## src/hdl/atok_pkg.sv

```systemverilog
// Shared codes, character constants and types for the assembly text tokenizer.
package atok_pkg;

  localparam int VALUE_BITS_DEF = 64;
  localparam int LINE_BITS_DEF  = 32;

  // Lexer modes
  localparam int MODE_W = 3;
  localparam logic [MODE_W-1:0] MODE_IDLE    = 3'd0;
  localparam logic [MODE_W-1:0] MODE_COMMENT = 3'd1;
  localparam logic [MODE_W-1:0] MODE_DEC     = 3'd2;
  localparam logic [MODE_W-1:0] MODE_HEX     = 3'd3;
  localparam logic [MODE_W-1:0] MODE_IDENT   = 3'd4;
  localparam logic [MODE_W-1:0] MODE_STRING  = 3'd5;

  // Token kinds
  localparam logic [2:0] KIND_INT    = 3'd0;
  localparam logic [2:0] KIND_IDENT  = 3'd1;
  localparam logic [2:0] KIND_STRING = 3'd2;
  localparam logic [2:0] KIND_LPAREN = 3'd3;
  localparam logic [2:0] KIND_RPAREN = 3'd4;
  localparam logic [2:0] KIND_LBRACE = 3'd5;
  localparam logic [2:0] KIND_RBRACE = 3'd6;
  localparam logic [2:0] KIND_EOF    = 3'd7;

  // Result events
  localparam logic EV_TEXT     = 1'b0;
  localparam logic EV_COMPLETE = 1'b1;

  // Characters
  localparam logic [7:0] CH_SEMI    = 8'h3B;
  localparam logic [7:0] CH_NL      = 8'h0A;
  localparam logic [7:0] CH_QUOTE   = 8'h22;
  localparam logic [7:0] CH_X       = 8'h78;
  localparam logic [7:0] CH_UNDER   = 8'h5F;
  localparam logic [7:0] CH_PERIOD  = 8'h2E;
  localparam logic [7:0] CH_COMMA   = 8'h2C;
  localparam logic [7:0] CH_BANG    = 8'h21;
  localparam logic [7:0] CH_SPACE   = 8'h20;
  localparam logic [7:0] CH_LPAREN  = 8'h28;
  localparam logic [7:0] CH_RPAREN  = 8'h29;
  localparam logic [7:0] CH_LBRACE  = 8'h7B;
  localparam logic [7:0] CH_RBRACE  = 8'h7D;
  localparam logic [7:0] CH_0       = 8'h30;
  localparam logic [7:0] CH_9       = 8'h39;
  localparam logic [7:0] CH_LA      = 8'h61;
  localparam logic [7:0] CH_LF      = 8'h66;
  localparam logic [7:0] CH_LZ      = 8'h7A;
  localparam logic [7:0] CH_UA      = 8'h41;
  localparam logic [7:0] CH_UZ      = 8'h5A;

  // Offset from the low nibble of 'a'..'f' to the digit value
  localparam logic [3:0] HEX_LETTER_OFS = 4'd9;

  typedef struct packed {
    logic [2:0] kind;
    logic       ev;
    logic       last;
  } res_ctl_t;

  function automatic logic is_dig(input logic [7:0] c);
    return (c >= CH_0) && (c <= CH_9);
  endfunction

  function automatic logic is_alpha(input logic [7:0] c);
    return ((c >= CH_LA) && (c <= CH_LZ)) || ((c >= CH_UA) && (c <= CH_UZ));
  endfunction

  function automatic logic is_sym(input logic [7:0] c);
    return (c == CH_PERIOD) || (c == CH_COMMA) || (c == CH_BANG) || (c == CH_SPACE);
  endfunction

endpackage

```

## src/hdl/atok_lexer.sv

```systemverilog
// Tokenizer state registers and the per-character step producing up to two results.
module atok_lexer import atok_pkg::*; #(
  parameter int VALUE_BITS = VALUE_BITS_DEF,
  parameter int LINE_BITS  = LINE_BITS_DEF
) (
  input  logic                  clk,
  input  logic                  rst_n,
  input  logic                  step,
  input  logic [7:0]            ch,
  input  logic                  eot,
  output logic                  r0_vld,
  output res_ctl_t              r0_ctl,
  output logic [VALUE_BITS-1:0] r0_value,
  output logic [LINE_BITS-1:0]  r0_line,
  output logic                  r1_vld,
  output res_ctl_t              r1_ctl,
  output logic [VALUE_BITS-1:0] r1_value,
  output logic [LINE_BITS-1:0]  r1_line
);

  logic [MODE_W-1:0]     mode_r, mode_nxt;
  logic [VALUE_BITS-1:0] acc_r, acc_nxt;
  logic [LINE_BITS-1:0]  line_r, line_nxt;
  logic [LINE_BITS-1:0]  start_r, start_nxt;

  logic                  do_idle;
  logic                  cl_en;
  res_ctl_t              cl_ctl;
  logic [VALUE_BITS-1:0] cl_val;
  logic                  sd_en;
  res_ctl_t              sd_ctl;
  logic [VALUE_BITS-1:0] sd_val;
  logic [LINE_BITS-1:0]  sd_line;
  logic                  closable;
  logic [VALUE_BITS-1:0] dig_val;
  logic [VALUE_BITS-1:0] hexl_val;
  logic [VALUE_BITS-1:0] ch_val;

  assign dig_val  = VALUE_BITS'(ch[3:0]);
  assign hexl_val = VALUE_BITS'(ch[3:0] + HEX_LETTER_OFS);
  assign ch_val   = VALUE_BITS'(ch);
  assign closable = (mode_r == MODE_DEC) || (mode_r == MODE_HEX) ||
                    (mode_r == MODE_IDENT) || (mode_r == MODE_STRING);

  // Completion result of whatever token is open
  always_comb begin
    cl_ctl.ev   = EV_COMPLETE;
    cl_ctl.last = 1'b0;
    cl_val      = '0;
    if ((mode_r == MODE_DEC) || (mode_r == MODE_HEX)) begin
      cl_ctl.kind = KIND_INT;
      cl_val      = acc_r;
    end else if (mode_r == MODE_IDENT) begin
      cl_ctl.kind = KIND_IDENT;
    end else begin
      cl_ctl.kind = KIND_STRING;
    end
  end

  always_comb begin
    mode_nxt    = mode_r;
    acc_nxt     = acc_r;
    line_nxt    = line_r;
    start_nxt   = start_r;
    do_idle     = 1'b0;
    cl_en       = 1'b0;
    sd_en       = 1'b0;
    sd_ctl.kind = KIND_EOF;
    sd_ctl.ev   = EV_COMPLETE;
    sd_ctl.last = 1'b1;
    sd_val      = '0;
    sd_line     = line_r;

    if (eot) begin
      cl_en     = closable;
      sd_en     = 1'b1;
      mode_nxt  = MODE_IDLE;
      acc_nxt   = '0;
      line_nxt  = '0;
      start_nxt = '0;
    end else begin
      case (mode_r)
        MODE_COMMENT: begin
          if (ch == CH_NL) begin
            mode_nxt = MODE_IDLE;
            line_nxt = line_r + LINE_BITS'(1);
          end
        end
        MODE_DEC: begin
          if (is_dig(ch)) begin
            acc_nxt = (acc_r << 3) + (acc_r << 1) + dig_val;
          end else if (ch == CH_X) begin
            mode_nxt = MODE_HEX;
            acc_nxt  = '0;
          end else begin
            cl_en   = 1'b1;
            do_idle = 1'b1;
          end
        end
        MODE_HEX: begin
          if (is_dig(ch)) begin
            acc_nxt = (acc_r << 4) + dig_val;
          end else if ((ch >= CH_LA) && (ch <= CH_LF)) begin
            acc_nxt = (acc_r << 4) + hexl_val;
          end else begin
            cl_en   = 1'b1;
            do_idle = 1'b1;
          end
        end
        MODE_IDENT: begin
          if (is_alpha(ch) || is_dig(ch) || (ch == CH_UNDER)) begin
            sd_en       = 1'b1;
            sd_ctl.kind = KIND_IDENT;
            sd_ctl.ev   = EV_TEXT;
            sd_val      = ch_val;
            sd_line     = start_r;
          end else begin
            cl_en   = 1'b1;
            do_idle = 1'b1;
          end
        end
        MODE_STRING: begin
          if (is_alpha(ch) || is_dig(ch) || is_sym(ch)) begin
            sd_en       = 1'b1;
            sd_ctl.kind = KIND_STRING;
            sd_ctl.ev   = EV_TEXT;
            sd_val      = ch_val;
            sd_line     = start_r;
          end else if (ch == CH_QUOTE) begin
            cl_en    = 1'b1;
            mode_nxt = MODE_IDLE;
            acc_nxt  = '0;
          end else begin
            cl_en   = 1'b1;
            do_idle = 1'b1;
          end
        end
        default: begin
          do_idle = 1'b1;
        end
      endcase

      // Idle handling; a character that ended a token, other than a closing quote, lands here again
      if (do_idle) begin
        mode_nxt = MODE_IDLE;
        if (cl_en) begin
          acc_nxt = '0;
        end
        if (ch == CH_SEMI) begin
          mode_nxt = MODE_COMMENT;
        end else if (ch == CH_NL) begin
          line_nxt = line_r + LINE_BITS'(1);
        end else if (is_dig(ch)) begin
          mode_nxt  = MODE_DEC;
          acc_nxt   = dig_val;
          start_nxt = line_r;
        end else if (is_alpha(ch)) begin
          mode_nxt    = MODE_IDENT;
          start_nxt   = line_r;
          sd_en       = 1'b1;
          sd_ctl.kind = KIND_IDENT;
          sd_ctl.ev   = EV_TEXT;
          sd_val      = ch_val;
        end else if (ch == CH_QUOTE) begin
          mode_nxt  = MODE_STRING;
          start_nxt = line_r;
        end else if (ch == CH_LPAREN) begin
          sd_en       = 1'b1;
          sd_ctl.kind = KIND_LPAREN;
        end else if (ch == CH_RPAREN) begin
          sd_en       = 1'b1;
          sd_ctl.kind = KIND_RPAREN;
        end else if (ch == CH_LBRACE) begin
          sd_en       = 1'b1;
          sd_ctl.kind = KIND_LBRACE;
        end else if (ch == CH_RBRACE) begin
          sd_en       = 1'b1;
          sd_ctl.kind = KIND_RBRACE;
        end
      end
    end
  end

  // Completion goes first when both are present
  always_comb begin
    if (cl_en) begin
      r0_vld      = 1'b1;
      r0_ctl      = cl_ctl;
      r0_ctl.last = !sd_en;
      r0_value    = cl_val;
      r0_line     = start_r;
      r1_vld      = sd_en;
    end else begin
      r0_vld      = sd_en;
      r0_ctl      = sd_ctl;
      r0_value    = sd_val;
      r0_line     = sd_line;
      r1_vld      = 1'b0;
    end
    r1_ctl   = sd_ctl;
    r1_value = sd_val;
    r1_line  = sd_line;
  end

  always_ff @(posedge clk) begin
    if (!rst_n) begin
      mode_r  <= MODE_IDLE;
      acc_r   <= '0;
      line_r  <= '0;
      start_r <= '0;
    end else if (step) begin
      mode_r  <= mode_nxt;
      acc_r   <= acc_nxt;
      line_r  <= line_nxt;
      start_r <= start_nxt;
    end
  end

endmodule

```

## src/hdl/assembly_text_tokenizer_unit.sv

```systemverilog
// Tokenizer top level: input register, lexer step, output register and spill slot.
//
// Input channel: in_valid / in_stall carry one source byte (in_character) or an
// end-of-text mark (in_end_of_text) per transfer. Result channel: out_valid /
// out_stall carry one token event per transfer; out_last flags the final result
// produced by a given byte.
// A byte taken into the input register is stepped through the lexer, and its first
// result is registered in the output register. One byte per cycle is taken while
// out_stall is low and each byte yields at most one result; a byte that yields two
// results (a token completion followed by a new bracket or text character) holds
// off the next byte, the second result waiting in a one-entry spill slot.
// The accumulate path is a shift-and-add multiply by ten or sixteen, set by
// the single lexer step between the input register and the output register.
// Reset (synchronous, rst_n low) empties all registers and returns the lexer
// to idle with the line count at zero. End of text returns the lexer to idle with
// the line count at zero after emitting EOF. When out_stall is held, the output
// slot stays full and in_stall rises once a byte waits in the input register; no byte or result is lost.
module assembly_text_tokenizer_unit import atok_pkg::*; #(
  parameter int VALUE_BITS = VALUE_BITS_DEF,
  parameter int LINE_BITS  = LINE_BITS_DEF
) (
  input  logic                  clk,
  input  logic                  rst_n,
  input  logic                  in_valid,
  output logic                  in_stall,
  input  logic [7:0]            in_character,
  input  logic                  in_end_of_text,
  output logic                  out_valid,
  input  logic                  out_stall,
  output logic [2:0]            out_kind,
  output logic                  out_event_res,
  output logic [VALUE_BITS-1:0] out_value,
  output logic [LINE_BITS-1:0]  out_token_line,
  output logic                  out_last
);

  logic                  inp_vld_r;
  logic [7:0]            inp_char_r;
  logic                  inp_eot_r;
  logic                  fire;
  logic                  out_take;

  logic                  r0_vld, r1_vld;
  res_ctl_t              r0_ctl, r1_ctl;
  logic [VALUE_BITS-1:0] r0_value, r1_value;
  logic [LINE_BITS-1:0]  r0_line, r1_line;

  logic                  out_vld_r, out_vld_nxt;
  res_ctl_t              out_ctl_r, out_ctl_nxt;
  logic [VALUE_BITS-1:0] out_val_r, out_val_nxt;
  logic [LINE_BITS-1:0]  out_line_r, out_line_nxt;

  logic                  pend_vld_r, pend_vld_nxt;
  res_ctl_t              pend_ctl_r;
  logic [VALUE_BITS-1:0] pend_val_r;
  logic [LINE_BITS-1:0]  pend_line_r;

  assign out_take = out_vld_r && !out_stall;
  // Step only when both result slots can absorb two results
  assign fire     = inp_vld_r && !pend_vld_r && (!out_vld_r || !out_stall);
  assign in_stall = inp_vld_r && !fire;

  always_ff @(posedge clk) begin
    if (!rst_n) begin
      inp_vld_r <= 1'b0;
    end else if (!in_stall) begin
      inp_vld_r <= in_valid;
    end
  end

  always_ff @(posedge clk) begin
    if (in_valid && !in_stall) begin
      inp_char_r <= in_character;
      inp_eot_r  <= in_end_of_text;
    end
  end

  atok_lexer #(
    .VALUE_BITS (VALUE_BITS),
    .LINE_BITS  (LINE_BITS)
  ) u_lexer (
    .clk      (clk),
    .rst_n    (rst_n),
    .step     (fire),
    .ch       (inp_char_r),
    .eot      (inp_eot_r),
    .r0_vld   (r0_vld),
    .r0_ctl   (r0_ctl),
    .r0_value (r0_value),
    .r0_line  (r0_line),
    .r1_vld   (r1_vld),
    .r1_ctl   (r1_ctl),
    .r1_value (r1_value),
    .r1_line  (r1_line)
  );

  always_comb begin
    out_vld_nxt  = out_vld_r;
    out_ctl_nxt  = out_ctl_r;
    out_val_nxt  = out_val_r;
    out_line_nxt = out_line_r;
    pend_vld_nxt = pend_vld_r;
    if (fire) begin
      // Output slot is empty or being drained; spill slot is empty
      out_vld_nxt  = r0_vld;
      out_ctl_nxt  = r0_ctl;
      out_val_nxt  = r0_value;
      out_line_nxt = r0_line;
      pend_vld_nxt = r1_vld;
    end else if (out_take) begin
      out_vld_nxt  = pend_vld_r;
      out_ctl_nxt  = pend_ctl_r;
      out_val_nxt  = pend_val_r;
      out_line_nxt = pend_line_r;
      pend_vld_nxt = 1'b0;
    end
  end

  always_ff @(posedge clk) begin
    if (!rst_n) begin
      out_vld_r  <= 1'b0;
      pend_vld_r <= 1'b0;
    end else begin
      out_vld_r  <= out_vld_nxt;
      pend_vld_r <= pend_vld_nxt;
    end
  end

  always_ff @(posedge clk) begin
    out_ctl_r  <= out_ctl_nxt;
    out_val_r  <= out_val_nxt;
    out_line_r <= out_line_nxt;
    if (fire) begin
      pend_ctl_r  <= r1_ctl;
      pend_val_r  <= r1_value;
      pend_line_r <= r1_line;
    end
  end

  assign out_valid      = out_vld_r;
  assign out_kind       = out_ctl_r.kind;
  assign out_event_res  = out_ctl_r.ev;
  assign out_value      = out_val_r;
  assign out_token_line = out_line_r;
  assign out_last       = out_ctl_r.last;

endmodule

```

## config.mk

```make
export PLATFORM = sky130hd
export DESIGN_NAME = assembly_text_tokenizer_unit
export DESIGN_NICKNAME = d
export VERILOG_FILES = /design/src/hdl/atok_pkg.sv /design/src/hdl/atok_lexer.sv /design/src/hdl/assembly_text_tokenizer_unit.sv
export SDC_FILE = /design/constraint.sdc
export NUM_CORES = 1
export LEC_CHECK = 0
export ABC_CLOCK_PERIOD_IN_PS = 5600
export CAP_MARGIN = 20
export CORE_MARGIN = 10
export CORE_UTILIZATION = 45
export DETAILED_ROUTE_END_ITERATION = 10
export DONT_BUFFER_PORTS = 1
export PLACE_DENSITY_LB_ADDON = 0.25
export SYNTH_ARGS = -nofsm -noshare
export SYNTH_HDL_FRONTEND = slang
export SYNTH_SLANG_ARGS = --single-unit
```

## constraint.sdc

```tcl
create_clock -name clk -period 5.6 [get_ports clk]
set_input_delay 0.84 -clock clk [delete_from_list [all_inputs] [get_ports clk]]
set_output_delay 0.84 -clock clk [all_outputs]
set_load 0.01 [all_outputs]
```

# Yosys cells after proc, flatten, opt, wreduce, memory -nomap -nowiden
# Index checks and enable logic that the tools add are counted.
[word_totals]
regBits = 344
out_inout_bits = 103
inputBits = 13
word_cells = 200
[op_classes]
n_eq_ne = 25
n_reduce_logical = 32
magnitude_cmp = 7
mux = 112
n_addsub = 6
[ops]
columns = ["operator", "n"]
rows = [
  ["2-to-1 mux 64 bit", 22],
  ["2-to-1 mux 32 bit", 19],
  ["case mux 64 bit (3 select lines)", 1],
  ["adder 64 x 4 -> 64 bit", 2],
  ["adder 64 bit", 2],
  ["case mux 64 bit (2 select lines)", 1],
  ["== test 8 x 6 -> 1 bit (second input constant)", 8],
  ["case mux 32 bit (2 select lines)", 1],
  ["2-to-1 mux 3 bit", 18],
  ["adder 32 x 1 -> 32 bit (second input constant)", 1],
  ["== test 8 x 7 -> 1 bit (second input constant)", 4],
  ["2-to-1 mux 1 bit", 31],
  ["2-to-1 mux 4 bit", 7],
  ["<= comparator 8 x 7 -> 1 bit (second input constant)", 3],
  [">= comparator 8 x 7 -> 1 bit (second input constant)", 2],
  ["2-to-1 mux 8 bit", 2],
  ["!= test 4 bit (second input constant)", 4],
  ["2-to-1 mux 5 bit", 3],
  ["logical OR 1 bit", 11],
  ["logical AND 1 bit", 9],
  ["case mux 3 bit (3 select lines)", 1],
  ["== test 8 x 4 -> 1 bit (second input constant)", 1],
  [">= comparator 8 x 6 -> 1 bit (second input constant)", 1],
  ["<= comparator 8 x 6 -> 1 bit (second input constant)", 1],
  ["17 further kinds", 27],
]

# Logic depth before layout (Yosys ltp)
[depth]
ltp_word = 21
depth_mapped = 17
depth_no_buf = 16

# Hierarchy
# Synthesis repeated with hierarchy kept, for this count alone.
[hier_totals]
hier_cells = 2330
hier_area_um2 = 22592.9
[modules_own_cells]
columns = ["module", "area_each_um2", "cells_per_inst", "seq_area_each_um2", "instances"]
rows = [
  ["atok_lexer", 14552.7, 1987, 2622.5, 1],
  ["assembly_text_tokenizer_unit", 8040.2, 343, 6396.1, 1],
]

# Worst setup path after synthesis
# OpenSTA, ideal clock, no wires.
[synth_path]
kind = "input-to-reg"
startpoint = "input out_stall"
endpoint = "register out_ctl_r (netlist bit out_event_res), enable pin"
required_ns = 4.667
path_stages = 6
path_buffers = 3
setup_time_ns = 0.933
path_slack_ns = 1.079
arrival_ns = 3.589
cell_sequence = "nand2_1 nand2_1 clkbuf_1 clkbuf_1 buf_1 nand2_1"
[synth_between]
elab_chain_cells = 4
elab_cells_between_ends = 5
cone_classes = "5 x reduce/logical"
[synth_rtl]
columns = ["item", "line_no", "rtl"]
rows = [
  ["start, declared", "assembly_text_tokenizer_unit.sv:29", "input logic out_stall,"],
  ["zero test 1 bit *", "assembly_text_tokenizer_unit.sv:58, assembly_text_tokenizer_unit.sv:60", ""],
  ["logical OR 1 bit", "assembly_text_tokenizer_unit.sv:60", "assign fire = inp_vld_r && !pend_vld_r && (!out_vld_r || !out_stall);"],
  ["logical AND 1 bit", "assembly_text_tokenizer_unit.sv:60", ""],
  ["nonzero test 2 bit (no line) *", "-", ""],
  ["end signal, assigned", "assembly_text_tokenizer_unit.sv:130", "out_ctl_r <= out_ctl_nxt;"],
  ["end, declared", "assembly_text_tokenizer_unit.sv:49", "res_ctl_t out_ctl_r, out_ctl_nxt;"],
]
# Every way passes the cells marked *; elsewhere a longest branch is shown, timed or not.
# A chain may end at the register's enable or synchronous reset.

# Worst setup path after layout
[layout_path]
startpoint = "register inp_char_r[3]"
endpoint = "register u_lexer.acc_r[63]"
[layout_between]
elab_chain_cells = 14
elab_cells_between_ends = 56
cone_classes = "4 x add/sub; 7 x order compare; 9 x eq/ne; 25 x mux; 11 x reduce/logical"
[layout_rtl]
columns = ["item", "line_no", "rtl"]
rows = [
  ["start, declared", "assembly_text_tokenizer_unit.sv:38", "logic [7:0] inp_char_r;"],
  ["start signal, assigned", "assembly_text_tokenizer_unit.sv:73", "inp_char_r <= in_character;"],
  ["parallel branches: the longest is 12 deep, another holds adder 64 bit", "-", ""],
  ["2-to-1 mux 64 bit *", "atok_lexer.sv:144", "if (do_idle) begin"],
  ["2-to-1 mux 64 bit *", "atok_lexer.sv:74", "if (eot) begin"],
  ["end signal, assigned", "atok_lexer.sv:213", "acc_r <= acc_nxt;"],
  ["end, declared", "atok_lexer.sv:22", "logic [VALUE_BITS-1:0] acc_r, acc_nxt;"],
]
# Mark *: on every way between the ends. The select of a mux whose other input is x is not followed.

==> results.sh <==
export IMPL_status="finished, final reports clean"
export IMPL_cap_violations=0
export IMPL_viasPerCell=6.48
export IMPL_whs_ns=0.372
export IMPL_ys_seq_area_share_pct=36.0
export IMPL_io_pins=116
export IMPL_reg2reg_slack_ns=0.70
export IMPL_dieArea_mm2=0.0540
export IMPL_use_met3_pct=4.67
export IMPL_slowest_delay_ns=0.78
export IMPL_synth_cells=2391
export IMPL_finalPower_mw=4.82
export IMPL_cp_data_arrival_time_ns=5.38
export IMPL_fin_crit_ns=4.90
export IMPL_crit_family="compound AO/OA/AOI/OAI gates"
export IMPL_grt_overflow=0
export IMPL_yosysWarnings=0
export IMPL_syn_area_per_cell_um2=8.49
export IMPL_slew_limit_headroom_pct=28.6
export IMPL_skew_ns=0.0203
export IMPL_synth_edff_count=154
export IMPL_critPathBufInv=3
export IMPL_grt_pass1_wl_um=106000
export IMPL_synthXorXnorAreaFrac_pct=3.37
export IMPL_timing_fmax_mhz=204
export IMPL_place_area_mm2=0.0207
export IMPL_wirelength_um=68400
export IMPL_core_mm2=0.0444
export IMPL_drc=0
export IMPL_synthesis_nets=2535
export IMPL_tns_ns=0
export IMPL_synth_compound_area_share_pct=25.7
export IMPL_clk_path_buf_depth=3
export IMPL_die_h_um=232
export IMPL_fin_crit_sh_pct=87.5
export IMPL_fin_nets=2441
export IMPL_power_density_mw_per_mm2=221
export IMPL_root_buffer="clkbuf_16"
export IMPL_initialDrtViolationCount=2118
export IMPL_cts_resized=0
export IMPL_ff_latch_area_mm2=0.00731
export IMPL_synth_area_mux_share_pct=3.39
export IMPL_port_buffers=0
export IMPL_fillerInstances=4215
export IMPL_path_class="reg -> reg"
export IMPL_ctsHoldBuffers=0
export IMPL_netlist_area_leader_share_pct=22.8
export IMPL_hpwl_um=47200
export IMPL_postRouteAntennaNets=0
export IMPL_multiInputGateArea_mm2=0.0122
export IMPL_synthAdderAreaFrac_pct=8.15
export IMPL_grt_setup_unrepaired="no"
export IMPL_numCtsBuffers=35
export IMPL_combinationalPowerShare_pct=4.9
export IMPL_whs_path_depth=0
export IMPL_ys_async_sr_fraction_pct=0
export IMPL_design_area_mm2=0.0218
export IMPL_p_leak_nw=8.24
export IMPL_dr_pass1_iters=6
export IMPL_startpoint_type="flop"
export IMPL_antennaDiodeCount=0
export IMPL_p_switching_mw=1.20
export IMPL_synth_top_family_by_area="compound AO/OA/AOI/OAI gates"
export IMPL_start_util_pct=45.7
export IMPL_die_w_um=232
export IMPL_hold_path_class="in -> reg"
export IMPL_ir_drop_uv=162
export IMPL_yosysUniqueCellTypes=105
export IMPL_cts_tree="yes"
export IMPL_grtUsageTotal_pct=24.5
export IMPL_postCtsSetupRepairBufs=0
export IMPL_setup_violations=0
export IMPL_met1_usage_pct=34.0
export IMPL_via_count=18902
export IMPL_synth_simple_gate_area_share_pct=19.2
export IMPL_drive_gt1_share_pct=6.97
export IMPL_clk_latency_ns=0.57
export IMPL_synth_top_cells_by_area="edfxtp_1 23%, dfxtp_1 13%, ha_1 8.0%, a21oi_1 5.8%, o21ai_0 5.2%"
export IMPL_cts_sinks=288
export IMPL_wl_per_cell_um=23.4
export IMPL_internal_power_mw=3.62
export IMPL_crit_fanout=15
export IMPL_p_seq_share_pct=48.5
export IMPL_antenna_found_initial=1
export IMPL_cp_end_kind="flop"
export IMPL_cp_common_cell="inv_1"
export IMPL_synth_seq_cells=288
export IMPL_clkTransAtPathRegs_ns=0.06
export IMPL_cts_max_level=2
export IMPL_grt_use_met2_pct=37.4
export IMPL_gp_congestion=1.01
export IMPL_drv_slew=0
export IMPL_grt_busiest_layer="met2"
export IMPL_worstMarginPinSlew_ns=1.06
export IMPL_hold_viol_final=0
export IMPL_p_clk_share_pct=46.6
export IMPL_worstPathRequired_ns=6.08
export IMPL_area_growth_pct=7.43
export IMPL_cp_slowest_cell="o311ai_1"
export IMPL_cp_cell_sequence="buf_4, inv_1, fa_1, inv_1, ha_1, a21o_1, nand4_1, nand2_1, a21boi_1, o311ai_1, a31oi_1, nor4_1, o22ai_1, xnor2_1, o221a_2, a211oi_1"
export IMPL_grt_pass1_vias=17707
export IMPL_reg2regPathDepth=16
export IMPL_syn_area_mm2=0.0203
export IMPL_cp_depth=16
export IMPL_synthFlopType="edfxtp_1"
export IMPL_rows=77
export IMPL_switching_share_pct=24.9
export IMPL_yosysTopAreaCell="edfxtp_1"
export IMPL_grt_max_degree=84
## cell type report
cell class,count,share of cell area (%)
clock inverter,16,0.734
clock buffer,48,4.29
sequential,288,33.5
timing repair buffer,43,1.54
tap,592,3.40
multi-input combinational,1893,55.9
inverter,36,0.620
## power groups by stage
stage	registers (mW)	logic, mW	clock network [mW]
global placement	2.38	0.234	0
global route	2.34	0.259	2.36
floorplan	2.37	0.163	0
CTS	2.34	0.236	2.29
finish	2.34	0.238	2.24
detailed placement	2.38	0.235	0
## kinds of logic (layout without fill, tap and decap cells)
family,count (synthesis),in the layout
AO/OA/AOI/OAI,816,816
AND/OR/NAND/NOR,802,802
flip-flops,288,288
buffers and inverters,210,143
adder cells (fa/ha/maj),131,131
XOR/XNOR,78,78
multiplexers,65,65
other,1,1
## metal layers
layer	part of all wire (%)	routed length, um	vias to the layer above
met4	3.1	2090	0
met3	9.5	6490	140
met5	0	0	-
li1	-	-	8776
met1	44	29800	8994
met2	44	30000	992
## state kept, by name (all words and copies together) (netlist names), 3 cells and up
signal,flops
inp_char_r,8
out_kind,3
out_token_line,32
out_value,64
pend_ctl_r,4
pend_line_r,32
pend_val_r,8
u_lexer.acc_r,64
u_lexer.line_r,32
u_lexer.mode_r,3
u_lexer.start_r,32
## layout by cell type (no fill, tap or decap), types with 35 or more instances in the layout
master     Yosys  routed
nor2_1       205     205
ha_1         129     129
nand2_1      233     229
edfxtp_1     154     154
mux2i_1       35      35
and2_1        82      80
nand3_1       69      69
clkbuf_16      0      35
a22oi_1       53      53
nand4_1       36      36
o21ai_0      211     210
nor3_1        51      50
buf_4          4      42
xor2_1        48      48
a21o_1        38      38
a21oi_1      237     236
dfxtp_1      134     134
## through the flow
step / utilization, % / instances / setup WS, ns
finish: 49.1 / 2916 / 0.701
global route: 49.1 / 2916 / 0.365
global placement: 46.6 / 2851 / 0.845
CTS: 49.0 / 2915 / 0.690
floorplan: - / 2391 / 1.08
detailed placement: 46.6 / 2851 / 0.706
## worst register-to-register path, delay by kind of cell (launching register included)
kind / cells / cell delay (ns)
XOR/XNOR: 1 / 0.16
AND/OR/NAND/NOR: 3 / 0.93
buffers and inverters: 3 / 0.45
flip-flops: 1 / 0.33
adder cells (fa/ha/maj): 2 / 0.83
AO/OA/AOI/OAI: 7 / 2.12
## synth_stat cells, types with 9 or more instances
library cell	n
a2111oi_0	10
o21ai_0	211
buf_1	9
buf_2	28
inv_1	33
clkbuf_1	131
a21oi_1	237
a21o_1	38
and3_1	27
and4_1	12
ha_1	129
o22ai_1	9
nor2_1	205
a31oi_1	25
xor2_1	48
nor4_1	13
nor2b_1	10
a22oi_1	53
o221ai_1	33
mux2_1	14
o211ai_1	14
xnor2_1	30
edfxtp_1	154
o31ai_1	13
mux2_2	16
o21bai_1	11
o21ai_1	23
nand4_1	36
dfxtp_1	134
mux2i_1	35
nand2_1	233
or3_1	15
nand2b_1	14
nand3_1	69
and2_1	82
nor3_1	51
a211oi_1	18
o21a_1	12
## final timing paths
path	endpoint	start
setup reg to reg	u_lexer.acc_r[63]$_SDFFE_PN0P_	inp_char_r[3]$_DFFE_PP_
hold / removal	inp_char_r[6]$_DFFE_PP_	in_character[6]
setup / recovery	u_lexer.acc_r[63]$_SDFFE_PN0P_	inp_char_r[3]$_DFFE_PP_
hold reg to reg	pend_vld_r$_SDFFE_PN0P_	pend_vld_r$_SDFFE_PN0P_
Note: power is estimated with default switching activity, not from simulation.
